[src/hall_sensor_angle_speed_decoder_assert.svh]
// Assertion macros for the hall sensor angle and speed decoder.
// Included by the top level; no other dependencies.
`ifndef HALL_SENSOR_ANGLE_SPEED_DECODER_ASSERT_SVH
`define HALL_SENSOR_ANGLE_SPEED_DECODER_ASSERT_SVH
`ifndef SYNTH
`define HSD_ASSERT_IMPL(label, clk, rst_n, a, c) \
  label: assert property (@(posedge clk) disable iff (!rst_n) (a) |-> (c)) \
    else $error("assertion failed");
`define HSD_ASSERT_NEXT(label, clk, rst_n, a, c) \
  label: assert property (@(posedge clk) disable iff (!rst_n) (a) |=> (c)) \
    else $error("assertion failed");
`else
`define HSD_ASSERT_IMPL(label, clk, rst_n, a, c)
`define HSD_ASSERT_NEXT(label, clk, rst_n, a, c)
`endif
`endif

[src/hsd_pkg.sv]
// Shared types and constants for the hall sensor angle and speed decoder.
// No dependencies.
package hsd_pkg;
  localparam int AngleBits = 16;
  localparam logic [2:0] BadSector = 3'd7;

  localparam logic [2:0] StOk      = 3'd0;
  localparam logic [2:0] StBadObs  = 3'd1;
  localparam logic [2:0] StBadCode = 3'd2;
  localparam logic [2:0] StMissed  = 3'd3;
  localparam logic [2:0] StBadJump = 3'd4;

  localparam logic [2:0] CfgMap = 3'd0;

  // Flag bit positions.
  localparam int FState = 0;
  localparam int FDir   = 1;
  localparam int FAngle = 2;
  localparam int FSpeed = 3;
  localparam int FEdge  = 4;
  localparam int FTime  = 5;

  // Controller to datapath commands.
  typedef struct packed {
    logic decide;    // evaluate the latched item and update held state
    logic div_start; // start the speed division
    logic div_step;  // one quotient bit
    logic div_done;  // write the speed result
  } hsd_cmd_t;

  // Datapath to controller status.
  typedef struct packed {
    logic need_div;
    logic div_last;
  } hsd_sts_t;
endpackage

[src/hall_sensor_angle_speed_decoder.sv]
// Top level of the hall sensor angle and speed decoder.
// Depends on hsd_pkg, hsd_ctrl, hsd_datapath and the assertion header.
//
//   port group | direction | transfer when
//   in_*       | input     | in_valid && in_ready
//   out_*      | output    | out_valid && out_ready
//   cfg_*      | input     | cfg_valid && cfg_ready (always ready)
//
// An item passes through the evaluate state, and the divide state when a speed is computed: the restoring
// divider produces one quotient bit per cycle over a 48-bit dividend.
// Reset is synchronous, active low, and restores register defaults.
// The result is held in registers until out_ready takes it.
`include "hall_sensor_angle_speed_decoder_assert.svh"
module hall_sensor_angle_speed_decoder (
  input  logic               clk,
  input  logic               rst_n,
  input  logic               cfg_valid,
  output logic               cfg_ready,
  input  logic [2:0]         cfg_index,
  input  logic [23:0]        cfg_data,
  input  logic               in_valid,
  output logic               in_ready,
  input  logic [2:0]         in_hall_code,
  input  logic               in_sample_present,
  input  logic [31:0]        in_capture_number,
  input  logic               in_timed_out,
  input  logic               in_interval_present,
  input  logic [31:0]        in_edge_interval_ticks,
  output logic               out_valid,
  input  logic               out_ready,
  output logic [2:0]         out_status,
  output logic [2:0]         out_hall_code_out,
  output logic [2:0]         out_sector_out,
  output logic signed [1:0]  out_direction_out,
  output logic [15:0]        out_electrical_angle,
  output logic signed [31:0] out_electrical_speed,
  output logic [14:0]        out_span_out,
  output logic [31:0]        out_transition_total,
  output logic [5:0]         out_flag_bits,
  output logic [31:0]        out_missed_capture_total,
  output logic [31:0]        out_bad_transition_total,
  output logic [31:0]        out_bad_state_total
);
  hsd_pkg::hsd_cmd_t cmd;
  hsd_pkg::hsd_sts_t sts;

  assign cfg_ready = 1'b1;

  hsd_ctrl u_ctrl (
    .clk, .rst_n, .in_valid, .in_ready, .out_valid, .out_ready, .cmd, .sts
  );

  hsd_datapath u_dp (
    .clk, .rst_n, .cfg_valid, .cfg_index, .cfg_data,
    .in_take(in_valid && in_ready),
    .in_hall_code, .in_sample_present, .in_capture_number, .in_timed_out,
    .in_interval_present, .in_edge_interval_ticks, .cmd, .sts,
    .out_status, .out_hall_code_out, .out_sector_out, .out_direction_out,
    .out_electrical_angle, .out_electrical_speed, .out_span_out,
    .out_transition_total, .out_flag_bits, .out_missed_capture_total,
    .out_bad_transition_total, .out_bad_state_total
  );

  `HSD_ASSERT_IMPL(a_no_in_while_out, clk, rst_n, out_valid, !in_ready)
  `HSD_ASSERT_NEXT(a_take_to_busy, clk, rst_n, in_valid && in_ready, !in_ready && !out_valid)
  `HSD_ASSERT_IMPL(a_status_range, clk, rst_n, out_valid, out_status <= 3'd4)
endmodule

[src/hsd_ctrl.sv]
// Controller state machine of the hall decoder.
// Depends on hsd_pkg.
module hsd_ctrl (
  input  logic              clk,
  input  logic              rst_n,
  input  logic              in_valid,
  output logic              in_ready,
  output logic              out_valid,
  input  logic              out_ready,
  output hsd_pkg::hsd_cmd_t cmd,
  input  hsd_pkg::hsd_sts_t sts
);
  typedef enum logic [3:0] {
    S_IDLE = 4'b0001,
    S_EVAL = 4'b0010,
    S_DIV  = 4'b0100,
    S_OUT  = 4'b1000
  } state_t;

  state_t state_r, state_nxt;

  always_comb begin
    state_nxt = state_r;
    cmd = '0;
    in_ready = 1'b0;
    out_valid = 1'b0;
    case (state_r)
      S_IDLE: begin
        in_ready = 1'b1;
        if (in_valid) state_nxt = S_EVAL;
      end
      S_EVAL: begin
        cmd.decide = 1'b1;
        if (sts.need_div) begin
          cmd.div_start = 1'b1;
          state_nxt = S_DIV;
        end else begin
          state_nxt = S_OUT;
        end
      end
      S_DIV: begin
        cmd.div_step = 1'b1;
        if (sts.div_last) begin
          cmd.div_done = 1'b1;
          state_nxt = S_OUT;
        end
      end
      S_OUT: begin
        out_valid = 1'b1;
        if (out_ready) state_nxt = S_IDLE;
      end
      default: state_nxt = S_IDLE;
    endcase
  end

  always_ff @(posedge clk) begin
    if (!rst_n) state_r <= S_IDLE;
    else state_r <= state_nxt;
  end
endmodule

[src/hsd_datapath.sv]
// Datapath of the hall decoder: config registers, held state, restoring divider.
// Depends on hsd_pkg.
module hsd_datapath (
  input  logic               clk,
  input  logic               rst_n,
  input  logic               cfg_valid,
  input  logic [2:0]         cfg_index,
  input  logic [23:0]        cfg_data,
  input  logic               in_take,
  input  logic [2:0]         in_hall_code,
  input  logic               in_sample_present,
  input  logic [31:0]        in_capture_number,
  input  logic               in_timed_out,
  input  logic               in_interval_present,
  input  logic [31:0]        in_edge_interval_ticks,
  input  hsd_pkg::hsd_cmd_t  cmd,
  output hsd_pkg::hsd_sts_t  sts,
  output logic [2:0]         out_status,
  output logic [2:0]         out_hall_code_out,
  output logic [2:0]         out_sector_out,
  output logic signed [1:0]  out_direction_out,
  output logic [15:0]        out_electrical_angle,
  output logic signed [31:0] out_electrical_speed,
  output logic [14:0]        out_span_out,
  output logic [31:0]        out_transition_total,
  output logic [5:0]         out_flag_bits,
  output logic [31:0]        out_missed_capture_total,
  output logic [31:0]        out_bad_transition_total,
  output logic [31:0]        out_bad_state_total
);
  localparam int AB = hsd_pkg::AngleBits;

  logic [23:0] map_r;
  logic [AB-1:0] edge_r [6];

  // Latched item.
  logic [2:0] code_r;
  logic present_r, to_r, hasiv_r;
  logic [31:0] cap_r, ticks_r;

  // Held state.
  logic [2:0] hcode_r, hsec_r, status_r;
  logic [1:0] hdir_r;
  logic [AB-1:0] hang_r;
  logic [31:0] hspd_r, htr_r, lastcap_r, miss_r, bjump_r, bcode_r;
  logic [AB:0] hspan_r;
  logic [5:0] hflags_r;
  logic seen_r;

  // Divider.
  logic [48:0] rem_r;       // partial remainder, fits divisor plus one bit
  logic [47:0] num_r;       // dividend shifting out
  logic [47:0] quo_r;
  logic [5:0] cnt_r;
  logic neg_r;

  function automatic logic [AB:0] span_f(input logic [AB-1:0] a, input logic [AB-1:0] b);
    logic [AB-1:0] d;
    d = b - a;
    span_f = (d == '0) ? {1'b1, {AB{1'b0}}} : {1'b0, d};
  endfunction

  logic [2:0] s, prev, nx_s, nx_p, s1;
  logic [AB:0] span_s, span_p;
  logic [31:0] delta;
  logic first, new_cap, to_chg, st_ok;
  logic [2:0] step;

  always_comb begin
    s = 3'(map_r >> (3 * code_r));
    prev = (hsec_r >= 3'd6) ? hsec_r - 3'd6 : hsec_r;
    nx_s = (s >= 3'd5) ? 3'd0 : s + 3'd1;
    nx_p = (prev == 3'd5) ? 3'd0 : prev + 3'd1;
    s1 = (s < 3'd6) ? s : 3'd0;
    span_s = span_f(edge_r[s1], edge_r[nx_s]);
    span_p = span_f(edge_r[prev], edge_r[nx_p]);
    delta = cap_r - lastcap_r;
    first = !seen_r;
    new_cap = !first && delta != 0;
    to_chg = first || (to_r != hflags_r[hsd_pkg::FTime]);
    st_ok = hflags_r[hsd_pkg::FState];
    step = (s1 >= prev) ? s1 - prev : s1 + 3'd6 - prev;
    sts.need_div = !(to_r && hasiv_r) && present_r && !(first || !st_ok) && s < 3'd6
                   && new_cap && delta == 32'd1 && hasiv_r && ticks_r != 0
                   && (step == 3'd1 || step == 3'd5);
    sts.div_last = (cnt_r == 6'd47);
  end

  logic [48:0] trial;
  assign trial = {rem_r[47:0], num_r[47]} - {17'd0, ticks_r};

  always_ff @(posedge clk) begin
    if (in_take) begin
      code_r <= in_hall_code; present_r <= in_sample_present; cap_r <= in_capture_number;
      to_r <= in_timed_out; hasiv_r <= in_interval_present; ticks_r <= in_edge_interval_ticks;
    end
    if (cmd.div_start) begin
      rem_r <= '0;
      num_r <= {15'd0, span_p, {(32 - AB){1'b0}}};
      cnt_r <= '0;
      neg_r <= (step == 3'd5);
    end else if (cmd.div_step) begin
      if (!trial[48]) begin
        rem_r <= trial; quo_r <= {quo_r[46:0], 1'b1};
      end else begin
        rem_r <= {rem_r[47:0], num_r[47]}; quo_r <= {quo_r[46:0], 1'b0};
      end
      num_r <= {num_r[46:0], 1'b0};
      cnt_r <= cnt_r + 6'd1;
    end
  end

  logic [47:0] q_fin;
  logic [31:0] mag;
  assign q_fin = {quo_r[46:0], !trial[48]};
  assign mag = (q_fin > 48'h7FFFFFFF) ? 32'h7FFFFFFF : q_fin[31:0];

  always_ff @(posedge clk) begin
    if (!rst_n) begin
      map_r <= 24'hFFFFFF;
      edge_r[0] <= AB'(0);     edge_r[1] <= AB'(10923); edge_r[2] <= AB'(21845);
      edge_r[3] <= AB'(32768); edge_r[4] <= AB'(43691); edge_r[5] <= AB'(54613);
      hcode_r <= '0; hsec_r <= hsd_pkg::BadSector; hdir_r <= '0; hang_r <= '0;
      hspd_r <= '0; hspan_r <= '0; htr_r <= '0; hflags_r <= '0; seen_r <= 1'b0;
      lastcap_r <= '0; miss_r <= '0; bjump_r <= '0; bcode_r <= '0;
      status_r <= hsd_pkg::StOk;
    end else begin
      if (cfg_valid) begin
        if (cfg_index == hsd_pkg::CfgMap) map_r <= cfg_data;
        else if (cfg_index <= 3'd6) edge_r[cfg_index - 3'd1] <= cfg_data[AB-1:0];
      end
      if (cmd.div_done) begin
        hspd_r <= neg_r ? 32'd0 - mag : mag;
        hflags_r[hsd_pkg::FSpeed] <= 1'b1;
      end
      if (cmd.decide) begin
        if (to_r && hasiv_r) begin
          status_r <= hsd_pkg::StBadObs;
        end else if (!present_r) begin
          hcode_r <= code_r; hsec_r <= hsd_pkg::BadSector; hdir_r <= '0; hang_r <= '0;
          hspd_r <= '0; hspan_r <= '0; hflags_r <= {to_r, 5'd0};
          seen_r <= 1'b1; lastcap_r <= cap_r; status_r <= hsd_pkg::StBadObs;
        end else if (!first && !new_cap && !to_chg) begin
          status_r <= st_ok ? hsd_pkg::StOk : hsd_pkg::StBadCode;
        end else if (new_cap && hasiv_r && ticks_r == 0) begin
          status_r <= hsd_pkg::StBadObs;
        end else begin
          seen_r <= 1'b1; lastcap_r <= cap_r;
          if (s >= 3'd6) begin
            hcode_r <= code_r; hsec_r <= hsd_pkg::BadSector; hdir_r <= '0; hang_r <= '0;
            hspd_r <= '0; hspan_r <= '0; hflags_r <= {to_r, 5'd0};
            bcode_r <= bcode_r + 32'd1; status_r <= hsd_pkg::StBadCode;
          end else if (first || !st_ok || (new_cap && (delta != 32'd1 ||
                       !(step == 3'd1 || step == 3'd5)))) begin
            // Resynchronize to the sector centre.
            hcode_r <= code_r; hsec_r <= s; hdir_r <= '0; hspd_r <= '0;
            hang_r <= edge_r[s1] + span_s[AB:1]; hspan_r <= span_s;
            if (first || !st_ok) begin
              hflags_r <= {to_r, 1'b0, to_r, 1'b1, 1'b0, 1'b1};
              status_r <= hsd_pkg::StOk;
            end else begin
              hflags_r <= 6'b000101;
              if (delta != 32'd1) begin
                miss_r <= miss_r + delta - 32'd1; status_r <= hsd_pkg::StMissed;
              end else begin
                bjump_r <= bjump_r + 32'd1; status_r <= hsd_pkg::StBadJump;
              end
            end
          end else if (!new_cap) begin
            hspd_r <= '0;
            hflags_r[hsd_pkg::FTime] <= to_r; hflags_r[hsd_pkg::FSpeed] <= to_r;
            status_r <= hsd_pkg::StOk;
          end else begin
            hcode_r <= code_r; hsec_r <= s;
            hdir_r <= (step == 3'd1) ? 2'sb01 : 2'sb11;
            hang_r <= (step == 3'd1) ? edge_r[s1] : edge_r[nx_s];
            hspd_r <= '0; hspan_r <= span_s; hflags_r <= 6'b010111;
            htr_r <= htr_r + 32'd1; status_r <= hsd_pkg::StOk;
          end
        end
      end
    end
  end

  assign out_status = status_r;
  assign out_hall_code_out = hcode_r;
  assign out_sector_out = hsec_r;
  assign out_direction_out = hdir_r;
  assign out_electrical_angle = 16'(hang_r);
  assign out_electrical_speed = hspd_r;
  assign out_span_out = 15'(hspan_r);
  assign out_transition_total = htr_r;
  assign out_flag_bits = hflags_r;
  assign out_missed_capture_total = miss_r;
  assign out_bad_transition_total = bjump_r;
  assign out_bad_state_total = bcode_r;
endmodule

[config.mk]
export PLATFORM = sky130hd
export DESIGN_NAME = hall_sensor_angle_speed_decoder
export DESIGN_NICKNAME = d
export VERILOG_FILES = /design/src/hsd_pkg.sv /design/src/hall_sensor_angle_speed_decoder.sv /design/src/hsd_ctrl.sv /design/src/hsd_datapath.sv
export VERILOG_INCLUDE_DIRS = /design/src /design/src/src
export SDC_FILE = /design/constraint.sdc
export NUM_CORES = 2
export LEC_CHECK = 0
export BUFFER_PORTS_ARGS = -buffer_cell sky130_fd_sc_hd__buf_4
export CAP_MARGIN = 10
export CORE_MARGIN = 3
export CORE_UTILIZATION = 45
export CTS_CLUSTER_DIAMETER = 200
export DETAILED_ROUTE_END_ITERATION = 7
export HOLD_SLACK_MARGIN = 0.15
export PLACE_DENSITY = 0.72
export SLEW_MARGIN = 20
export SYNTH_ARGS = -nofsm -noshare
export SYNTH_HDL_FRONTEND = slang
export SYNTH_SLANG_ARGS = --single-unit
[constraint.sdc]
create_clock -name clk -period 10.6 [get_ports clk]
set_input_delay 1.59 -clock clk [delete_from_list [all_inputs] [get_ports clk]]
set_output_delay 1.59 -clock clk [all_outputs]
set_load 0.02 [all_outputs]
Yosys cells after proc, flatten, opt, wreduce, memory -nomap -nowiden
Memories as Yosys holds them, arrays and structs flattened.
Cells that the tools add are included.
{"block": "word_totals", "register_bits": 473, "latch_bits": 0, "ramBits": 96, "romBits": 0, "input_bits": 102, "out_inout_bits": 211, "elab_cells": 228, "n_memories": 1}
{"block": "op_classes", "add_sub_neg": 19, "n_mul": 1, "div": 0, "order_cmp": 7, "eq_ne": 17, "shift": 1, "muxes": 98, "bitwise": 8, "reduce_logical": 46}
{"name": "u_dp.edge_r", "words": 6, "word_bits": 16, "rd": 4, "rd_clocked_by_memory_dff": 0, "write_ports": 6, "line_no": "hsd_datapath.sv:34", "text": "logic [AB-1:0] edge_r [6];"}
{"operator": "$mux W32", "count": 11}
{"operator": "$mux W16", "count": 8}
{"operator": "$add A32 B1 Y32 const B", "count": 3}
{"operator": "$mux W15", "count": 6}
{"operator": "$mux W3", "count": 27}
{"operator": "$mux W33", "count": 2}
{"operator": "$reduce_bool A32 Y1", "count": 2}
{"operator": "$sub A49 B32 Y49", "count": 1}
{"operator": "$gt A48 B31 Y1 const B", "count": 1}
{"operator": "$mux W48", "count": 1}
{"operator": "$mux W6", "count": 6}
{"operator": "$mux W17", "count": 2}
{"operator": "$add A32 B32 Y32", "count": 1}
{"operator": "$eq A32 B1 Y1 const B", "count": 1}
{"operator": "$logic_not A16 Y1", "count": 2}
{"operator": "$logic_not A32 Y1", "count": 1}
{"operator": "$ne A32 B1 Y1 const B", "count": 1}
{"operator": "$sub A1 B32 Y32 const A", "count": 1}
{"operator": "$sub A16 B16 Y16", "count": 2}
{"operator": "$sub A32 B1 Y32 const B", "count": 1}
{"operator": "$sub A32 B32 Y32", "count": 1}
{"operator": "$mux W4", "count": 6}
{"operator": "$shr A24 B5 Y3", "count": 1}
{"operator": "$mux W2", "count": 10}
{"operator": "other kinds (38)", "count": 99}

Logic depth before layout (Yosys ltp)
{"block": "depth", "depth_word": 20, "ltp_mapped": 37}

Hierarchy
Synthesis repeated with hierarchy kept, for this count alone.
{"block": "unflattened", "hier_cells": 4126, "hier_area_um2": 36357.4}
{"mod": "hsd_datapath", "n_inst": 1, "cells_per_inst": 4093, "area_each_um2": 36005.8, "seq_area_each_um2": 14543.9}
{"mod": "hsd_ctrl", "n_inst": 1, "cells_per_inst": 30, "area_each_um2": 334.1, "seq_area_each_um2": 80.1}
{"mod": "hall_sensor_angle_speed_decoder", "n_inst": 1, "cells_per_inst": 3, "area_each_um2": 17.5, "seq_area_each_um2": 0.0}

Worst setup path before layout
No wires, ideal clock.
{"block": "synth_path", "path_kind": "reg-to-reg", "start": "reg u_dp.code_r[0]", "end": "reg u_dp.hang_r[15] (netlist: u_dp.out_electrical_angle[15])", "setup_ns": 0.074, "t_arrival_ns": 7.925, "t_required_ns": 10.526, "slack_ns": 2.601, "stages_incl_launch_ff": 37, "cell_sequence": "edfxtp_1 -> buf_2 -> mux4_2 -> mux2i_1 -> inv_2 -> clkbuf_1 -> clkbuf_1 -> buf_1 -> ha_1 -> nor4_1 -> a21o_1 -> clkbuf_1 -> buf_1 -> clkbuf_1 -> clkbuf_1 -> nand3_1 -> nand3_1 -> o21ai_0 -> fa_1 -> a21o_1 -> a21oi_1 -> o21bai_1 -> a21oi_1 -> o21ai_0 -> a311o_1 -> a31oi_1 -> o21bai_1 -> xor2_1 -> ha_1 -> a21o_1 -> nor3_1 -> o31ai_1 -> o22a_1 -> o211ai_1 -> xor2_1 -> nand3_1 -> a31oi_1"}
{"block": "synth_between", "elab_chain_len": 18, "elab_cells_between_ends": 34, "classes_between": "add/sub (6); mul (1); order compare (4); eq/ne (3); shift (1); mux (11); reduce/logical (7); memory (1)"}
{"item": "from (decl)", "line_no": "hsd_datapath.sv:37", "text": "logic [2:0] code_r;"}
{"item": "from (signal assigned)", "line_no": "hsd_datapath.sv:94", "text": "code_r <= in_hall_code; present_r <= in_sample_present; cap_r <= in_capture_number;"}
{"item": "$mul A2 B3 Y5 (*)", "line_no": "hsd_datapath.sv:70", "text": "s = 3'(map_r >> (3 * code_r));"}
{"item": "$shr A24 B5 Y3 (*)", "line_no": "hsd_datapath.sv:70"}
{"item": "branches (longest 16 deep; another with $mem_v2 Z6 W16)"}
{"item": "to (signal assigned)", "line_no": "hsd_datapath.sv:157", "text": "hang_r <= edge_r[s1] + span_s[AB:1]; hspan_r <= span_s;"}
{"item": "to (signal assigned)", "line_no": "hsd_datapath.sv:176", "text": "hang_r <= (step == 3'd1) ? edge_r[s1] : edge_r[nx_s];"}
{"item": "to (decl)", "line_no": "hsd_datapath.sv:44", "text": "logic [AB-1:0] hang_r;"}
Mark *: on every way between the ends. The select of a mux whose other input is x is not followed.
A chain may end at the register's enable or synchronous reset.

Worst setup path after layout
{"block": "layout_path", "start": "reg u_dp.code_r[1]", "end": "reg u_dp.hang_r[15] (netlist: u_dp.out_electrical_angle[15])"}
Same word-level chain as after synthesis.

==> impl_metrics.yaml <==
yosys:
  syn_nets: 4334
  syn_area_per_cell_um2: 8.852
  ys_types: 100
  synth_top_area_share_pct: 22.05
  ys_seq_area_share_pct: 40.83
  yosysTopAreaCell: "edfxtp_1"
  syn_inst: 4046
  synth-main-ff-cell: "dfxtp_1"
  netlist_area_um2: 35810
  ys_seq_elements: 599
  synthTopCellsByArea: "edfxtp_1 (22%), dfxtp_1 (19%), ha_1 (6.3%)"
  synth_edf_count: 263
  async_flop_share_pct: 0
  synth_warnings: 0
drt:
  dr_wl_met3_mm: 8.534
  drc_errors: 0
  dr_wl_met2_mm: 45.77
  wl_per_cell_um: 19.29
  wl_met1_mm: 45.28
  first_pass_iters: 8
  route.vias.total: 30620
  finalWirelength_mm: 103.3
  post_drt_via_cell_ratio: 5.716
  first_iter_violations: 2514
  top_layer: "met4"
  drt.antenna.violating_nets: 0
clocking:
  cts_num_sinks: 599
  cts_buffer_depth: 3
  clk_latency_ps: 610
  cts_tree: "done"
  cts_setup_buffers: 0
  hold_buffers: 0
  cts_htree_levels: 3
  cts_made_buffers: 71
  path_clk_slew_ps: 60
  cts_resized: 0
  cts-root-buf: "clkbuf_16"
critical_path:
  endpoint_kind: "register"
  crit_required_ps: 11130
  cp_max_fo: 31
  startpoint_type: "register"
  slowest_delay_ps: 590
  worst_ep_arrival_time_ps: 8700
  cp_num_buf_inv: 2
  cp_top_family: "compound AO/OA/AOI/OAI gates"
  slowest_stage: "mux4_2"
  critical_path_class: "reg -> reg"
run_status:
  status: "finished, final reports clean"
placed_design:
  placed_cells: 5228
  gp_congestion: 0.9600
  dp_hpwl_mm: 74.88
  port-buffer-count: 311
  pre_cts_ws_ps: 2644
power_and_ir_drop:
  p_sw_share_pct: 29.39
  clock_power_share_pct: 38.3
  pwr-share-seq_pct: 39.2
  p_leak_nw: 17.63
  power_density_nw_per_um2: 155.6
  finalPower_mw: 6.436
  p_int_mw: 4.544
  ir_worst_vdd_v: 0.0001110
  p_sw_mw: 1.891
  comb_power_share_pct: 22.5
layout:
  final_nets: 4549
  finalNonFillerCells: 5357
  fillers: 7167
  area_growth_pct: 15.52
  antenna_cells: 0
  drive_above_1_share_pct: 13.09
  regArea_um2: 14630
  largest_reg_flops: 128
  reg.largest.list: "u_dp.edge_r: 128 flops, u_dp.rem_r: 48 flops, u_dp.quo_r: 47 flops"
  regMostFlops: "u_dp.edge_r"
  multi_input_area_um2: 19430
floorplan:
  die-area_um2: 83010
  die_h_um: 288.1
  core_area_um2: 78100
  die_width_um: 288.1
  rows: 102
  initial_core_util_pct: 45.85
  io_pins: 313
timing:
  setup-tns-final_ps: 0
  tightestPinTransition_ps: 1208
  skew_ps: 31.43
  rsz0062_at_grt: "no"
  final-setup-viol-count: 0
  max_slew_margin_pct: 18.59
  final_hold_viol_count: 0
  layout_setup_ws_ps: 2427
  maxSlewViolCount: 0
  min_period_over_period_pct: 77.10
  fin_crit_ps: 8173
  fmax_mhz: 122.4
global_routing:
  grtUsageTotal_pct: 24.16
  grt_max_degree: 112
  grt_pass1_wl_mm: 160.2
  antenna_found_initial: 1
  grt_pass1_vias: 28730
  grt.overflow.total: 0
flow_run:
  maxCapViolCount: 0
hold_path:
  hold_path_class: "reg -> reg"
[stage by stage]
step                hold WS, ps  instance area, um2  utilization [%]
finish                    411.2               41370            52.97
global route              453.7               41370            52.97
CTS                       408.8               41360            52.96
detailed placement        429.2               38990            49.93
global placement          412.3               38990            49.93
floorplan                 408.1               35810                -
[worst reg2reg max path: cells and delay by family (launching register included)]
kind / cells / cell delay (ps)
multiplexers: 3 / 1430
flip-flops: 1 / 580
adder cells (fa/ha/maj): 3 / 940
AND/OR/NAND/NOR: 3 / 660
AO/OA/AOI/OAI: 16 / 3340
XOR/XNOR: 2 / 450
buffers and inverters: 2 / 690
[placed cells by master, fill, tap and decap left out, types with 38 or more instances in the layout]
cell | Yosys | final
inv_1 | 273 | 272
buf_4 | 4 | 346
nor3_1 | 79 | 78
ha_1 | 179 | 179
xnor2_1 | 103 | 103
a21o_1 | 56 | 56
nand3_1 | 209 | 208
and3_1 | 42 | 42
a21oi_1 | 204 | 203
o21ai_0 | 195 | 192
dfxtp_1 | 336 | 333
or3_1 | 57 | 57
and2_1 | 39 | 38
xor2_1 | 89 | 89
mux2i_1 | 201 | 199
edfxtp_1 | 263 | 263
nand2_1 | 480 | 479
nor4_1 | 41 | 40
nand2b_1 | 43 | 43
nor2_1 | 420 | 418
nand4_1 | 51 | 51
clkbuf_16 | 0 | 79
[area by class of cell]
type | count | area share (%)
tap | 1040 | 3.145
multi-input combinational | 2966 | 46.97
sequential | 599 | 35.36
inverter | 277 | 2.531
clock inverter | 22 | 0.4204
clock buffer | 107 | 5.298
timing repair buffer | 346 | 6.278
[routing by layer]
layer	GRT usage [%]	up-vias
met1	32.93	14540
met4	8.536	0
met3	5.329	202
met5	0	-
li1	-	14790
met2	37.84	1097
[synthesized netlist by cell type, types with 42 or more instances]
library cell / number
nor2_1: 420
nor3_1: 79
edfxtp_1: 263
nand4_1: 51
and3_1: 42
or3_1: 57
dfxtp_1: 336
o21ai_0: 195
mux2i_1: 201
clkbuf_1: 170
inv_1: 273
nand2b_1: 43
a21oi_1: 204
xor2_1: 89
a21o_1: 56
nand3_1: 209
ha_1: 179
xnor2_1: 103
nand2_1: 480
[path summary, 6_finish.rpt]
path                          startpoint                                          to  slack [ps]  cells past startpoint
min          u_dp.num_r[41]$_SDFFE_PP0P_                 u_dp.num_r[42]$_SDFFE_PP0P_         410                      2
max reg2reg     u_dp.code_r[1]$_DFFE_PP_  u_dp.out_electrical_angle[15]$_SDFFE_PN0P_        2430                     29
max             u_dp.code_r[1]$_DFFE_PP_  u_dp.out_electrical_angle[15]$_SDFFE_PN0P_        2430                     29
min reg2reg  u_dp.num_r[41]$_SDFFE_PP0P_                 u_dp.num_r[42]$_SDFFE_PP0P_         410                      2
[logic make-up (layout without fill, tap and decap cells)]
logic type,count (synthesis),after routing,share of synthesized area (%)
AND/OR/NAND/NOR,1569,1569,20.55
AO/OA/AOI/OAI,763,763,13.78
flip-flops,599,599,40.83
buffers and inverters,481,752,5.143
multiplexers,249,249,8.175
adder cells (fa/ha/maj),192,192,6.816
XOR/XNOR,192,192,4.695
other,1,1,0.01047
[power by group through the flow]
stage	sequential (mW)	combinational, mW	clock [mW]
3_3_place_gp	2.57	1.40	0
4_1_cts	2.52	1.43	2.51
6_report	2.53	1.45	2.46
2_1_floorplan	2.54	1.11	0
3_5_place_dp	2.57	1.42	0
5_1_grt	2.53	1.61	2.60
No activity file was read; power rests on OpenSTA's default activity.
